File: src/rtl/core/rpdc_pkg.sv
`timescale 1ns / 1ps
`default_nettype none
// ============================================================================
// rpdc_pkg
// Shared types, widths and constants of the RC pulse to drive command unit.
// ============================================================================
package rpdc_pkg;

    // Field widths
    localparam int PULSE_W   = 16;  // measured pulse widths
    localparam int REG12_W   = 12;  // pulse register width
    localparam int REG8_W    = 8;   // deadband register width
    localparam int OUT_W     = 8;   // command output width
    localparam int CFG_IDX_W = 3;
    localparam int CFG_DAT_W = REG12_W;

    // Internal arithmetic widths
    localparam int CALC_W     = 18;            // signed window math
    localparam int DEN_W      = 13;            // span / offset, max 4605
    localparam int NUM_W      = DEN_W + OUT_W; // offset * output span
    localparam int Q_W        = OUT_W;         // quotient never exceeds output span
    localparam int BITS_PER_DS = 2;
    localparam int DIV_STAGES = Q_W / BITS_PER_DS;
    // front, multiply, divide stages, output register
    localparam int NUM_STAGES = DIV_STAGES + 3;

    // Default output ranges
    localparam int unsigned STEER_OUT_MIN_DEF = 0;
    localparam int unsigned STEER_OUT_MAX_DEF = 180;
    localparam int unsigned SPEED_OUT_MIN_DEF = 0;
    localparam int unsigned SPEED_OUT_MAX_DEF = 255;

    // Register indexes
    localparam logic [CFG_IDX_W-1:0] IDX_STEER_MIN   = 3'd0;
    localparam logic [CFG_IDX_W-1:0] IDX_STEER_MAX   = 3'd1;
    localparam logic [CFG_IDX_W-1:0] IDX_STEER_DB    = 3'd2;
    localparam logic [CFG_IDX_W-1:0] IDX_THR_MIN     = 3'd3;
    localparam logic [CFG_IDX_W-1:0] IDX_THR_NEUTRAL = 3'd4;
    localparam logic [CFG_IDX_W-1:0] IDX_THR_MAX     = 3'd5;
    localparam logic [CFG_IDX_W-1:0] IDX_THR_DB      = 3'd6;

    // Register reset values
    localparam logic [REG12_W-1:0] RST_STEER_MIN   = 12'd1000;
    localparam logic [REG12_W-1:0] RST_STEER_MAX   = 12'd2000;
    localparam logic [REG8_W-1:0]  RST_STEER_DB    = 8'd20;
    localparam logic [REG12_W-1:0] RST_THR_MIN     = 12'd1000;
    localparam logic [REG12_W-1:0] RST_THR_NEUTRAL = 12'd1500;
    localparam logic [REG12_W-1:0] RST_THR_MAX     = 12'd2000;
    localparam logic [REG8_W-1:0]  RST_THR_DB      = 8'd20;

    typedef enum logic [1:0] {
        ACT_NONE    = 2'd0,
        ACT_NEUTRAL = 2'd1,
        ACT_FORWARD = 2'd2,
        ACT_REVERSE = 2'd3
    } thr_action_t;

    typedef struct packed {
        logic [REG12_W-1:0] steer_min;
        logic [REG12_W-1:0] steer_max;
        logic [REG8_W-1:0]  steer_db;
        logic [REG12_W-1:0] thr_min;
        logic [REG12_W-1:0] thr_neutral;
        logic [REG12_W-1:0] thr_max;
        logic [REG8_W-1:0]  thr_db;
    } cfg_t;

    // Per-item flags that ride alongside the divider lanes
    typedef struct packed {
        logic        steer_in_win;
        logic        steer_zero;   // zero steering span
        thr_action_t action;
        logic        thr_zero;     // zero throttle span
    } side_t;

endpackage
`default_nettype wire

File: src/rtl/core/rpdc_cfg_regs.sv
`timescale 1ns / 1ps
`default_nettype none
// ============================================================================
// rpdc_cfg_regs
// Configuration register file, plain write port, no read-back.
// ============================================================================
module rpdc_cfg_regs
(
    input  wire logic                            clk,
    input  wire logic                            rst_n,
    input  wire logic                            cfg_wen,
    input  wire logic [rpdc_pkg::CFG_IDX_W-1:0]  cfg_index,
    input  wire logic [rpdc_pkg::CFG_DAT_W-1:0]  cfg_wdata,
    output rpdc_pkg::cfg_t                       cfg
);
    import rpdc_pkg::*;

    cfg_t cfg_reg;
    cfg_t cfg_next;

    always_comb
    begin
        cfg_next = cfg_reg;
        if (cfg_wen)
        begin
            unique case (cfg_index)
                IDX_STEER_MIN:   cfg_next.steer_min   = cfg_wdata;
                IDX_STEER_MAX:   cfg_next.steer_max   = cfg_wdata;
                IDX_STEER_DB:    cfg_next.steer_db    = cfg_wdata[REG8_W-1:0];
                IDX_THR_MIN:     cfg_next.thr_min     = cfg_wdata;
                IDX_THR_NEUTRAL: cfg_next.thr_neutral = cfg_wdata;
                IDX_THR_MAX:     cfg_next.thr_max     = cfg_wdata;
                IDX_THR_DB:      cfg_next.thr_db      = cfg_wdata[REG8_W-1:0];
                default:         cfg_next = cfg_reg;  // unused index, ignored
            endcase
        end
    end

    always_ff @(posedge clk or negedge rst_n)
    begin
        if (!rst_n)
        begin
            cfg_reg.steer_min   <= RST_STEER_MIN;
            cfg_reg.steer_max   <= RST_STEER_MAX;
            cfg_reg.steer_db    <= RST_STEER_DB;
            cfg_reg.thr_min     <= RST_THR_MIN;
            cfg_reg.thr_neutral <= RST_THR_NEUTRAL;
            cfg_reg.thr_max     <= RST_THR_MAX;
            cfg_reg.thr_db      <= RST_THR_DB;
        end
        else
        begin
            cfg_reg <= cfg_next;
        end
    end

    assign cfg = cfg_reg;

endmodule
`default_nettype wire

File: src/rtl/core/rpdc_front.sv
`timescale 1ns / 1ps
`default_nettype none
// ============================================================================
// rpdc_front
// Window classification stage: bounds, band decisions, offset and span.
// ============================================================================
module rpdc_front
(
    input  wire logic                          clk,
    input  wire logic                          en,
    input  wire logic [rpdc_pkg::PULSE_W-1:0]  steer_pulse,
    input  wire logic [rpdc_pkg::PULSE_W-1:0]  thr_pulse,
    input  wire rpdc_pkg::cfg_t                cfg,
    output logic      [rpdc_pkg::DEN_W-1:0]    steer_ofs,
    output logic      [rpdc_pkg::DEN_W-1:0]    steer_span,
    output logic      [rpdc_pkg::DEN_W-1:0]    thr_ofs,
    output logic      [rpdc_pkg::DEN_W-1:0]    thr_span,
    output rpdc_pkg::side_t                    side
);
    import rpdc_pkg::*;

    typedef logic signed [CALC_W-1:0] calc_t;

    calc_t s, t, slo, shi, nlo, nhi, tmax, tmin;
    calc_t s_ofs_w, s_span_w, t_ofs_w, t_span_w;
    logic  s_in;
    side_t side_next;

    logic [DEN_W-1:0] steer_ofs_reg, steer_span_reg, thr_ofs_reg, thr_span_reg;
    side_t            side_reg;

    always_comb
    begin
        s    = signed'(CALC_W'(steer_pulse));
        t    = signed'(CALC_W'(thr_pulse));
        slo  = signed'(CALC_W'(cfg.steer_min)) - signed'(CALC_W'(cfg.steer_db));
        shi  = signed'(CALC_W'(cfg.steer_max)) + signed'(CALC_W'(cfg.steer_db));
        nlo  = signed'(CALC_W'(cfg.thr_neutral)) - signed'(CALC_W'(cfg.thr_db));
        nhi  = signed'(CALC_W'(cfg.thr_neutral)) + signed'(CALC_W'(cfg.thr_db));
        tmax = signed'(CALC_W'(cfg.thr_max)) + signed'(CALC_W'(cfg.thr_db));
        tmin = signed'(CALC_W'(cfg.thr_min)) - signed'(CALC_W'(cfg.thr_db));

        s_in     = (s >= slo) && (s <= shi);
        s_ofs_w  = s - slo;
        s_span_w = shi - slo;

        // forward and reverse both reduce to offset <= span, both non-negative
        t_ofs_w  = '0;
        t_span_w = '0;
        side_next.action = ACT_NONE;
        priority if ((t >= nlo) && (t <= nhi))
        begin
            side_next.action = ACT_NEUTRAL;
        end
        else if ((t > nhi) && (t <= tmax))
        begin
            side_next.action = ACT_FORWARD;
            t_ofs_w  = t - nhi - calc_t'(1);
            t_span_w = tmax - nhi - calc_t'(1);
        end
        else if ((t >= tmin) && (t < nlo))
        begin
            side_next.action = ACT_REVERSE;
            t_ofs_w  = nlo - calc_t'(1) - t;
            t_span_w = nlo - calc_t'(1) - tmin;
        end
        else
        begin
            // outside every throttle window
            side_next.action = ACT_NONE;
        end

        side_next.steer_in_win = s_in;
        side_next.steer_zero   = (s_span_w == '0);
        side_next.thr_zero     = (t_span_w == '0);
    end

    always_ff @(posedge clk)
    begin
        if (en)
        begin
            // outside the window the lane result is discarded later
            steer_ofs_reg  <= s_in ? s_ofs_w[DEN_W-1:0] : '0;
            steer_span_reg <= s_in ? s_span_w[DEN_W-1:0] : '0;
            thr_ofs_reg    <= t_ofs_w[DEN_W-1:0];
            thr_span_reg   <= t_span_w[DEN_W-1:0];
            side_reg       <= side_next;
        end
    end

    assign steer_ofs  = steer_ofs_reg;
    assign steer_span = steer_span_reg;
    assign thr_ofs    = thr_ofs_reg;
    assign thr_span   = thr_span_reg;
    assign side       = side_reg;

endmodule
`default_nettype wire

File: src/rtl/core/rpdc_divider.sv
`timescale 1ns / 1ps
`default_nettype none
// ============================================================================
// rpdc_divider
// Scale offset by a constant, then pipelined restoring divide by span,
// two quotient bits per stage. Requires offset <= span.
// ============================================================================
module rpdc_divider
#(
    parameter int unsigned MUL = 255
)
(
    input  wire logic                              clk,
    input  wire logic [rpdc_pkg::DIV_STAGES:0]     en,   // [0] multiply, then divide
    input  wire logic [rpdc_pkg::DEN_W-1:0]        ofs,
    input  wire logic [rpdc_pkg::DEN_W-1:0]        span,
    output logic      [rpdc_pkg::Q_W-1:0]          quot
);
    import rpdc_pkg::*;

    logic [NUM_W-1:0] num_reg;
    logic [DEN_W-1:0] den_m_reg;

    logic [NUM_W-1:0] rem_reg [DIV_STAGES];
    logic [DEN_W-1:0] den_reg [DIV_STAGES];
    logic [Q_W-1:0]   q_reg   [DIV_STAGES];

    always_ff @(posedge clk)
    begin
        if (en[0])
        begin
            num_reg   <= NUM_W'(ofs) * NUM_W'(MUL);
            den_m_reg <= span;
        end
    end

    for (genvar j = 0; j < DIV_STAGES; j++)
    begin : g_div
        localparam int SH_HI = Q_W - 1 - BITS_PER_DS * j;
        localparam int SH_LO = SH_HI - 1;

        logic [NUM_W-1:0] rem_in, rem_mid, rem_out, sub_hi, sub_lo;
        logic [DEN_W-1:0] den_in;
        logic [Q_W-1:0]   q_in, q_out;
        logic             bit_hi, bit_lo;

        if (j == 0)
        begin : g_first
            assign rem_in = num_reg;
            assign den_in = den_m_reg;
            assign q_in   = '0;
        end
        else
        begin : g_next
            assign rem_in = rem_reg[j-1];
            assign den_in = den_reg[j-1];
            assign q_in   = q_reg[j-1];
        end

        always_comb
        begin
            sub_hi  = NUM_W'(den_in) << SH_HI;
            sub_lo  = NUM_W'(den_in) << SH_LO;
            bit_hi  = (rem_in >= sub_hi);
            rem_mid = bit_hi ? (rem_in - sub_hi) : rem_in;
            bit_lo  = (rem_mid >= sub_lo);
            rem_out = bit_lo ? (rem_mid - sub_lo) : rem_mid;
            q_out   = q_in | (Q_W'(bit_hi) << SH_HI) | (Q_W'(bit_lo) << SH_LO);
        end

        always_ff @(posedge clk)
        begin
            if (en[j+1])
            begin
                rem_reg[j] <= rem_out;
                den_reg[j] <= den_in;
                q_reg[j]   <= q_out;
            end
        end
    end

    assign quot = q_reg[DIV_STAGES-1];

endmodule
`default_nettype wire

File: src/rtl/core/rc_pulse_to_drive_command_unit.sv
`timescale 1ns / 1ps
`default_nettype none
// ============================================================================
// rc_pulse_to_drive_command_unit
// Decodes a steering/throttle pulse-width pair into drive commands.
// ============================================================================
// Usage:
//   s_* channel: one transfer carries one measured pulse pair (microseconds).
//   m_* channel: one transfer carries the matching drive command.
//   cfg_*: write-only register port; write while no item is in flight.
// Pipeline: 7 register stages (classify, scale, four divide stages of two
//   quotient bits each, output).
// Throughput: one item per cycle while the output is not stalled; set by the divider
//   pipeline, which each lane (steering, throttle) owns outright.
// Stall: each stage holds while the stage after it is full and stalled;
//   empty stages keep filling, so s_tready drops only once every stage
//   holds an item. Nothing is lost or repeated.
// Reset: pipeline empties, configuration registers return to their reset values.
// Parameters: output ranges, 0..255 each; an inverted range still
//   interpolates, but steering is then never valid.
// ============================================================================
module rc_pulse_to_drive_command_unit
#(
    parameter int unsigned STEER_OUT_MIN = rpdc_pkg::STEER_OUT_MIN_DEF,
    parameter int unsigned STEER_OUT_MAX = rpdc_pkg::STEER_OUT_MAX_DEF,
    parameter int unsigned SPEED_OUT_MIN = rpdc_pkg::SPEED_OUT_MIN_DEF,
    parameter int unsigned SPEED_OUT_MAX = rpdc_pkg::SPEED_OUT_MAX_DEF
)
(
    input  wire logic                            clk,
    input  wire logic                            rst_n,
    // input stream
    input  wire logic                            s_tvalid,
    output logic                                 s_tready,
    input  wire logic [31:0]                     s_tdata,  // steer_pulse_us, thr_pulse_us
    // output stream
    output logic                                 m_tvalid,
    input  wire logic                            m_tready,
    output logic      [23:0]                     m_tdata,  // steer_valid, steer_value,
                                                           // thr_action, thr_speed, zero pad
    // configuration
    input  wire logic                            cfg_wen,
    input  wire logic [rpdc_pkg::CFG_IDX_W-1:0]  cfg_index,
    input  wire logic [rpdc_pkg::CFG_DAT_W-1:0]  cfg_wdata
);
    import rpdc_pkg::*;

    localparam int LAST = NUM_STAGES - 1;

    // Output span magnitude and direction, fixed at elaboration
    localparam int STEER_D   = int'(STEER_OUT_MAX) - int'(STEER_OUT_MIN);
    localparam int SPEED_D   = int'(SPEED_OUT_MAX) - int'(SPEED_OUT_MIN);
    localparam int unsigned STEER_ABS = (STEER_D < 0) ? -STEER_D : STEER_D;
    localparam int unsigned SPEED_ABS = (SPEED_D < 0) ? -SPEED_D : SPEED_D;
    localparam bit STEER_NEG = (STEER_D < 0);
    localparam bit SPEED_NEG = (SPEED_D < 0);

    localparam logic [OUT_W:0] STEER_LO = (OUT_W+1)'(STEER_OUT_MIN);
    localparam logic [OUT_W:0] STEER_HI = (OUT_W+1)'(STEER_OUT_MAX);
    localparam logic [OUT_W:0] SPEED_LO = (OUT_W+1)'(SPEED_OUT_MIN);

    cfg_t cfg;

    // ---------------- pipeline control ----------------
    logic [NUM_STAGES-1:0] valid_reg, valid_next, stage_rdy;

    always_comb
    begin
        stage_rdy[LAST] = !valid_reg[LAST] || m_tready;
        for (int k = LAST - 1; k >= 0; k--)
        begin
            stage_rdy[k] = !valid_reg[k] || stage_rdy[k+1];
        end
        valid_next[0] = stage_rdy[0] ? s_tvalid : valid_reg[0];
        for (int k = 1; k < NUM_STAGES; k++)
        begin
            valid_next[k] = stage_rdy[k] ? valid_reg[k-1] : valid_reg[k];
        end
    end

    always_ff @(posedge clk or negedge rst_n)
    begin
        if (!rst_n)
        begin
            valid_reg <= '0;
        end
        else
        begin
            valid_reg <= valid_next;
        end
    end

    assign s_tready = stage_rdy[0];
    assign m_tvalid = valid_reg[LAST];

    // ---------------- configuration ----------------
    rpdc_cfg_regs u_cfg
    (
        .clk       (clk),
        .rst_n     (rst_n),
        .cfg_wen   (cfg_wen),
        .cfg_index (cfg_index),
        .cfg_wdata (cfg_wdata),
        .cfg       (cfg)
    );

    // ---------------- stage 0: classify ----------------
    logic [DEN_W-1:0] steer_ofs, steer_span, thr_ofs, thr_span;
    side_t            side0;

    rpdc_front u_front
    (
        .clk         (clk),
        .en          (stage_rdy[0]),
        .steer_pulse (s_tdata[PULSE_W-1:0]),
        .thr_pulse   (s_tdata[2*PULSE_W-1:PULSE_W]),
        .cfg         (cfg),
        .steer_ofs   (steer_ofs),
        .steer_span  (steer_span),
        .thr_ofs     (thr_ofs),
        .thr_span    (thr_span),
        .side        (side0)
    );

    // ---------------- stages 1..LAST-1: scale and divide ----------------
    logic [Q_W-1:0] steer_q, thr_q;

    rpdc_divider #(.MUL(STEER_ABS)) u_div_steer
    (
        .clk  (clk),
        .en   (stage_rdy[LAST-1:1]),
        .ofs  (steer_ofs),
        .span (steer_span),
        .quot (steer_q)
    );

    rpdc_divider #(.MUL(SPEED_ABS)) u_div_thr
    (
        .clk  (clk),
        .en   (stage_rdy[LAST-1:1]),
        .ofs  (thr_ofs),
        .span (thr_span),
        .quot (thr_q)
    );

    // flags travel beside the lanes
    side_t side_reg [1:LAST-1];

    always_ff @(posedge clk)
    begin
        if (stage_rdy[1])
        begin
            side_reg[1] <= side0;
        end
        for (int k = 2; k < LAST; k++)
        begin
            if (stage_rdy[k])
            begin
                side_reg[k] <= side_reg[k-1];
            end
        end
    end

    // ---------------- last stage: apply sign, offset, validity ----------------
    side_t          side_l;
    logic [Q_W-1:0] sq_eff, tq_eff;
    logic [OUT_W:0] steer_m, speed_m;
    logic           steer_ok;
    logic [23:0]    tdata_next, tdata_reg;

    always_comb
    begin
        side_l  = side_reg[LAST-1];
        // zero span maps to the low bound
        sq_eff  = side_l.steer_zero ? '0 : steer_q;
        tq_eff  = side_l.thr_zero ? '0 : thr_q;
        steer_m = STEER_NEG ? (STEER_LO - (OUT_W+1)'(sq_eff))
                            : (STEER_LO + (OUT_W+1)'(sq_eff));
        speed_m = SPEED_NEG ? (SPEED_LO - (OUT_W+1)'(tq_eff))
                            : (SPEED_LO + (OUT_W+1)'(tq_eff));
        steer_ok = side_l.steer_in_win && (steer_m > STEER_LO) && (steer_m < STEER_HI);

        tdata_next        = '0;
        tdata_next[0]     = steer_ok;
        tdata_next[8:1]   = steer_ok ? steer_m[OUT_W-1:0] : '0;
        tdata_next[10:9]  = side_l.action;
        tdata_next[18:11] = ((side_l.action == ACT_FORWARD) || (side_l.action == ACT_REVERSE))
                            ? speed_m[OUT_W-1:0] : '0;
    end

    always_ff @(posedge clk)
    begin
        if (stage_rdy[LAST])
        begin
            tdata_reg <= tdata_next;
        end
    end

    assign m_tdata = tdata_reg;

endmodule
`default_nettype wire
File: config.mk
export PLATFORM = sky130hd
export DESIGN_NAME = rc_pulse_to_drive_command_unit
export DESIGN_NICKNAME = d
export VERILOG_FILES = /design/src/rtl/core/rpdc_pkg.sv /design/src/rtl/core/rpdc_cfg_regs.sv /design/src/rtl/core/rpdc_front.sv /design/src/rtl/core/rpdc_divider.sv /design/src/rtl/core/rc_pulse_to_drive_command_unit.sv
export SDC_FILE = /design/constraint.sdc
export NUM_CORES = 2
export LEC_CHECK = 0
export BUFFER_PORTS_ARGS = -buffer_cell sky130_fd_sc_hd__buf_4
export CAP_MARGIN = 20
export CELL_PAD_IN_SITES_DETAIL_PLACEMENT = 1
export CELL_PAD_IN_SITES_GLOBAL_PLACEMENT = 1
export CORE_UTILIZATION = 30
export DETAILED_ROUTE_END_ITERATION = 8
export GPL_TIMING_DRIVEN = 0
export HOLD_SLACK_MARGIN = 0.12
export PLACE_DENSITY_LB_ADDON = 0.1
export RECOVER_POWER = 25
export SLEW_MARGIN = 5
export SYNTH_ARGS = -nofsm -noshare
export SYNTH_HDL_FRONTEND = slang
export SYNTH_SLANG_ARGS = --single-unit
File: constraint.sdc
create_clock -name clk -period 7.3 [get_ports clk]
set_input_delay 0.365 -clock clk [delete_from_list [all_inputs] [get_ports clk]]
set_output_delay 0.365 -clock clk [all_outputs]
set_load 0.005 [all_outputs]
After elaboration in Yosys (flattened, before gate mapping)
Memories as Yosys holds them, arrays and structs flattened. A register that Yosys moved wholly into a read port is not among the register bits.
Cells that the tools add are included.
- multipliers: 2
- magnitude comparators: 26
- muxes and demuxes: 34
- equality and inequality tests: 8
- add/sub/neg operators: 31
- bitwise logic cells: 15
- reductions and logical operators: 32
- operator list (cell ; number):
    21-bit 2-to-1 mux ; 16
    18-bit 2-to-1 mux ; 3
    17-bit by 13-bit >= comparator with 1-bit output ; 3
    16-bit by 13-bit less-or-equal comparator with 1-bit output ; 3
    21-bit by 13-bit >= comparator with 1-bit output ; 2
    21-bit by 14-bit >= comparator with 1-bit output ; 2
    21-bit by 15-bit >= comparator with 1-bit output ; 2
    21-bit by 16-bit >= comparator with 1-bit output ; 2
    21-bit by 17-bit >= comparator with 1-bit output ; 2
    21-bit by 18-bit >= comparator with 1-bit output ; 2
    21-bit by 19-bit >= comparator with 1-bit output ; 2
    21-bit by 20-bit >= comparator with 1-bit output ; 2
    21-bit by 13-bit subtractor with 21-bit output ; 2
    21-bit by 14-bit subtractor with 21-bit output ; 2
    21-bit by 15-bit subtractor with 21-bit output ; 2
    21-bit by 16-bit subtractor with 21-bit output ; 2
    21-bit by 17-bit subtractor with 21-bit output ; 2
    21-bit by 18-bit subtractor with 21-bit output ; 2
    21-bit by 19-bit subtractor with 21-bit output ; 2
    21-bit by 20-bit subtractor with 21-bit output ; 2
    12-bit by 8-bit adder with 13-bit output ; 3
    12-bit by 8-bit subtractor with 13-bit output ; 3
    13-bit subtractor ; 3
    18-bit logical NOT ; 2
    33 further kinds ; 80
- memories: 7
- output and inout bits: 26
- bits of input ports: 52
- logic and storage cells: 183
- RAM bits: 361
- register bits: 217
- memory list (name ; depth ; bits a word ; rd ports ; clocked after memory_dff ; write ports ; RTL line ; text):
    u_div_steer.rem_reg ; 4 ; 21 ; 3 ; 0 ; 4 ; rpdc_divider.sv:24 ; logic [NUM_W-1:0] rem_reg [DIV_STAGES];
    u_div_thr.rem_reg ; 4 ; 21 ; 3 ; 0 ; 4 ; rpdc_divider.sv:24 ;
    u_div_steer.den_reg ; 4 ; 13 ; 3 ; 0 ; 4 ; rpdc_divider.sv:25 ; logic [DEN_W-1:0] den_reg [DIV_STAGES];
    u_div_thr.den_reg ; 4 ; 13 ; 3 ; 0 ; 4 ; rpdc_divider.sv:25 ;
    u_div_steer.q_reg ; 4 ; 8 ; 4 ; 0 ; 4 ; rpdc_divider.sv:26 ; logic [Q_W-1:0] q_reg [DIV_STAGES];
    u_div_thr.q_reg ; 4 ; 8 ; 4 ; 1 ; 4 ; rpdc_divider.sv:26 ;
    +1 memories ; n/a ; n/a ; n/a ; n/a ; n/a ; n/a ;

Logic depth before layout (Yosys ltp)
- depth after elaboration: 9
- gate-level depth with buffers: 31
- mapped depth without buffers: 27

Hierarchy
From an unflattened synthesis, not the netlist that was laid out.
- cells, all modules: 4009
- area total of the unflattened synthesis: 40719.1 sq um
- by module, submodules not included (module ; sequential area each (sq um) ; area each (sq um) ; cells an instance ; times used):
    rpdc_divider at u_div_thr ; 4684.5 ; 13605.5 ; 1333 ; 1
    rpdc_divider at u_div_steer ; 4444.3 ; 12159.2 ; 1191 ; 1
    rpdc_front ; 1711.6 ; 10099.7 ; 1222 ; 1
    rpdc_cfg_regs ; 1945.6 ; 3041.7 ; 165 ; 1
    rc_pulse_to_drive_command_unit ; 1496.4 ; 1813.0 ; 98 ; 1

Worst setup path before layout
Ideal clock, no wire load.
- path type: flip-flop to flip-flop
- start: memory u_div_thr.rem_reg[0][5] in the netlist's numbering
- end: memory u_div_thr.rem_reg[1][12] in the netlist's numbering, data pin
- buffers on the path: 3
- data arrival time: 6.049 ns
- cell stages (with the launch flop): 29
- clock period less this slack: 6.309 ns
- setup time: 0.260 ns
- slack: 0.991 ns
- required time: 7.040 ns
- cell sequence: edfxtp_1 -> inv_1 -> ha_1 -> inv_1 -> fa_1 -> a21o_1 -> a21oi_1 -> o21bai_1 -> a21oi_1 -> o21bai_1 -> a221o_1 -> a21bo_2 -> clkbuf_1 -> clkbuf_1 -> o21ai_0 -> inv_1 -> ha_1 -> nor2b_1 -> o21ai_0 -> a21boi_0 -> o21ai_0 -> a21oi_1 -> o31a_1 -> o41ai_1 -> o21a_1 -> nand3_1 -> nor3_2 -> buf_2 -> mux2_2
- RTL lines (element ; RTL line):
    start: declaration ; rpdc_divider.sv:24

==> impl_results.md <==
* Crit. path cell count at 27
* YS warnings at 0
* Most frequent cells in the layout: sky130_fd_sc_hd__ha_1 (475), sky130_fd_sc_hd__inv_1 (462), sky130_fd_sc_hd__edfxtp_1 (405)
* Critical Path Sink Type: flop
* FFs w/ async S/R, synth at 0.170
* Remaining routing DRC violations at 0
* Synth Area in Adders at 0.203
* Width of the chip at 363 um
* Met2 track demand over resource in global routing at 0.280
* Most heavily used metal layer in global routing: met2
* Root buffer cell: sky130_fd_sc_hd__clkbuf_16
* Initial core utilization at 0.302
* Sum of negative setup slack at 0 ns
* CTS tree: yes
* Final worst hold slack at ~0.24 ns
* Standard cell area after detailed placement at 42100 um^2
* Hold path start: m_tready
* Core area at 129000 um^2
* Count of max-cap constraint violations at 1
* Wire length of the first global-routing pass at 170 mm
* Nets at 4720
* Min cycle time layout at 6.80 ns
* Capture point of the worst path: u_div_steer.rem_reg[0][6]
* Vias at ~28000
* Post-DRT Antenna Nets at 0
* Worst hold path type: input port to flop
* WP data required at 7.69 ns
* Hold violation total from the final report at 0
* Delay of the slowest cell on the worst path at 0.47 ns
* Number of synthesized flops with an enable pin at 405
* Storage element area at 14300 um^2
* Origin of the worst setup path: u_div_steer.den_m_reg[0]
* Dpl ws at -0.746 ns
* Critical path class: flop to flop
* Area fraction in and, or, nand and nor cells after synthesis at 0.125
* H-tree levels at 2
* Clock skew after layout at about 0.041 ns
* Average instance area after synthesis at 9.99 um^2
* DRT iter0 DRCs at 935
* Chip height at 363 um
* Highest clock frequency the design can meet at roughly 0.15 GHz
* All-layer global routing usage at 0.164
* Final worst-path setup slack at 0.499 ns
* Post-synthesis sequential element count at 488
* Length of the first detailed-routing pass in iterations at 6
* Register clock-pin slew on the reported worst setup and hold paths at 0.06 ns
* Multiplexer share of the synthesized area at 0.0414
* Average wire length per cell after detail routing at 18.1 um
* Share of post-route cells with drive strength above 1 at 0.104
* Pin count of the biggest net entering global routing at 73
* Met1 GRT Util at 0.216
* Antenna diode count at 0
* Antenna violations before repair at 0
* Largest driver fanout on the critical path at 10
* Post-Synthesis Cell Area at 39200 um^2
* Pins Over Slew Limit at between 60 and 70
* TritonCTS Sinks at ~500
* Status: finished with violations
* Number of standard-cell rows in the floorplan at 132
* Compound-cell area share of the yosys netlist at 0.149
* Later-pin clock latency in the skew report at 0.68 ns
* Primary FF master, synth: sky130_fd_sc_hd__edfxtp_1
* Vias in the first global route at a little over 30000
* Buf+Inv Stages, Crit Path at 5
* Commonest non-fill, non-tap cell in the layout: sky130_fd_sc_hd__ha_1
* Input/output buffers at 72
* Arrival time worst endpoint at 7.19 ns
* Violated checks: max-capacitance violations, max-slew violations
* Met3 track utilization from global routing at 0.0171
* Crit share post-route at 0.932
* I/O pin cnt at 78
* Worst Setup Start Kind: flop
* FF-to-FF path depth at 27
* Vias per Instance at about 4.8
* Largest register FFs at 76
* Most repeated library cell on the critical path: sky130_fd_sc_hd__a21oi_1
* Slew HR at -1.44
* Slowest stage cell, crit path: sky130_fd_sc_hd__edfxtp_1
* Combined area of the multi-input logic cells at roughly 23000 um^2
* Detailed placement HPWL at 89.4 mm
* Worst reg2reg path endpoint: u_div_steer.rem_reg[0][6]
* Post-route standard cell area excluding fillers at 44500 um^2
* GRT Residual Overflow at 0
* Die ar. at between 100000 and 150000 um^2
* Worst reg-to-reg setup slack at ~0.5 ns
* Post-Syn Instances at 3920
* Count of distinct cell types in the synthesized netlist at 91
* Top delay family on crit path: compound AO/OA/AOI/OAI gates
* Synth Area in XOR/XNOR at 0.0648
* Number of buffers on the longest clock path at 3
* Total CTS buffers at 60
* Beginning of the worst register-to-register path: u_div_steer.den_m_reg[0]
* Area growth syn-to-layout at 13.6%
* Sequential cell area fraction in the yosys report at 0.365
* Largest family of logic cells by synthesized area: adder cells
* RSZ-0062 raised after global routing: false
* Number of fill cells in the layout at 14700
* Number of endpoints failing setup at the final stage at 0
* Final weighted congestion of routability-driven global placement at around 0.83
* Total Routed Length at 107 mm
* Actual slew at the worst max-slew pin at about 3.7 ns
==> through the flow <==
stage                     utilization  std cells
after floorplan                     -       3924
after global placement          0.324       5738
after detailed placement        0.325       5749
after CTS                       0.343       5885
after global routing            0.344       5885
final                           0.344       5885
==> timing repair <==
action                                 4_1_cts  5_1_grt
pin swaps                                    2        1
endpoints found under the hold margin      138        0
hold buffers                                20        0
gates resized for setup                     11       20
cloned                                       0        0
buffers inserted                             4        2
setup endpoints to repair                   59       98
==> per-layer routing <==
| layer | vias to the layer above | wire, um | share of wire |
|---|---|---|---|
| met3 | 123 | 2230 | 0.021 |
| met4 | 0 | 3120 | 0.029 |
| met1 | 13400 | 51200 | 0.48 |
| li1 | 14400 | - | - |
| met2 | 241 | 50000 | 0.47 |
| met5 | - | 0 | 0 |
==> worst min-delay path by stage <==
stage / depth (start not counted) / end / slack (ns)
after floorplan: 0 / u_cfg.cfg[0] / 0.07
after global placement: 0 / u_div_steer.den_m_reg[3] / 0.40
after detailed placement: 1 / u_cfg.cfg[68] / 0.29
after CTS: 3 / valid_reg[6] / 0.15
after global routing: 3 / valid_reg[6] / 0.19
final: 3 / valid_reg[6] / 0.24
==> tightest hold or removal path: cells and delay by family <==
family                 cells  cell delay, ns
AND/OR/NAND/NOR            2            0.38
buffers and inverters      1            0.11
==> cells by family (layout without fill, tap and decap cells) <==
group / after synthesis / after routing
flops: 488 / 488
compound gates: 905 / 905
xor+xnor: 288 / 288
fa+ha+maj: 576 / 576
simple gates: 989 / 989
mux: 146 / 146
buf+inv: 527 / 746
other cells: 1 / 5
==> layout make-up <==
cell class                 count  share of cell area
timing repair buffer         110              0.0217
clock buffer                  78              0.0357
sequential                   488               0.321
clock inverter                35              0.0101
multi-input combinational   2909               0.516
buffer                        60             0.00686
tap                         1742              0.0490
inverter                     463              0.0391
==> cell usage after synthesis, types with 48 or more instances <==
master / n / area, um^2
sky130_fd_sc_hd__nor2_1: 269 / 1010
sky130_fd_sc_hd__nand4_1: 54 / 338
sky130_fd_sc_hd__edfxtp_1: 405 / 12200
sky130_fd_sc_hd__dfrtp_1: 48 / 1200
sky130_fd_sc_hd__inv_1: 463 / 1740
sky130_fd_sc_hd__ha_1: 475 / 5940
sky130_fd_sc_hd__nor2b_1: 68 / 425
sky130_fd_sc_hd__nor3_1: 81 / 405
sky130_fd_sc_hd__o21a_1: 61 / 458
sky130_fd_sc_hd__o21ai_0: 186 / 931
sky130_fd_sc_hd__nand3_1: 75 / 375
sky130_fd_sc_hd__mux2_2: 127 / 1430
sky130_fd_sc_hd__xnor2_1: 204 / 1790
sky130_fd_sc_hd__a21oi_1: 267 / 1340
sky130_fd_sc_hd__xor2_1: 83 / 727
sky130_fd_sc_hd__fa_1: 101 / 2020
sky130_fd_sc_hd__a21o_1: 109 / 818
sky130_fd_sc_hd__nand2_1: 229 / 860
Power is left out: the tool's default activity adds up to more than one toggle a clock period on the data nets, which glitch-free logic cannot reach.
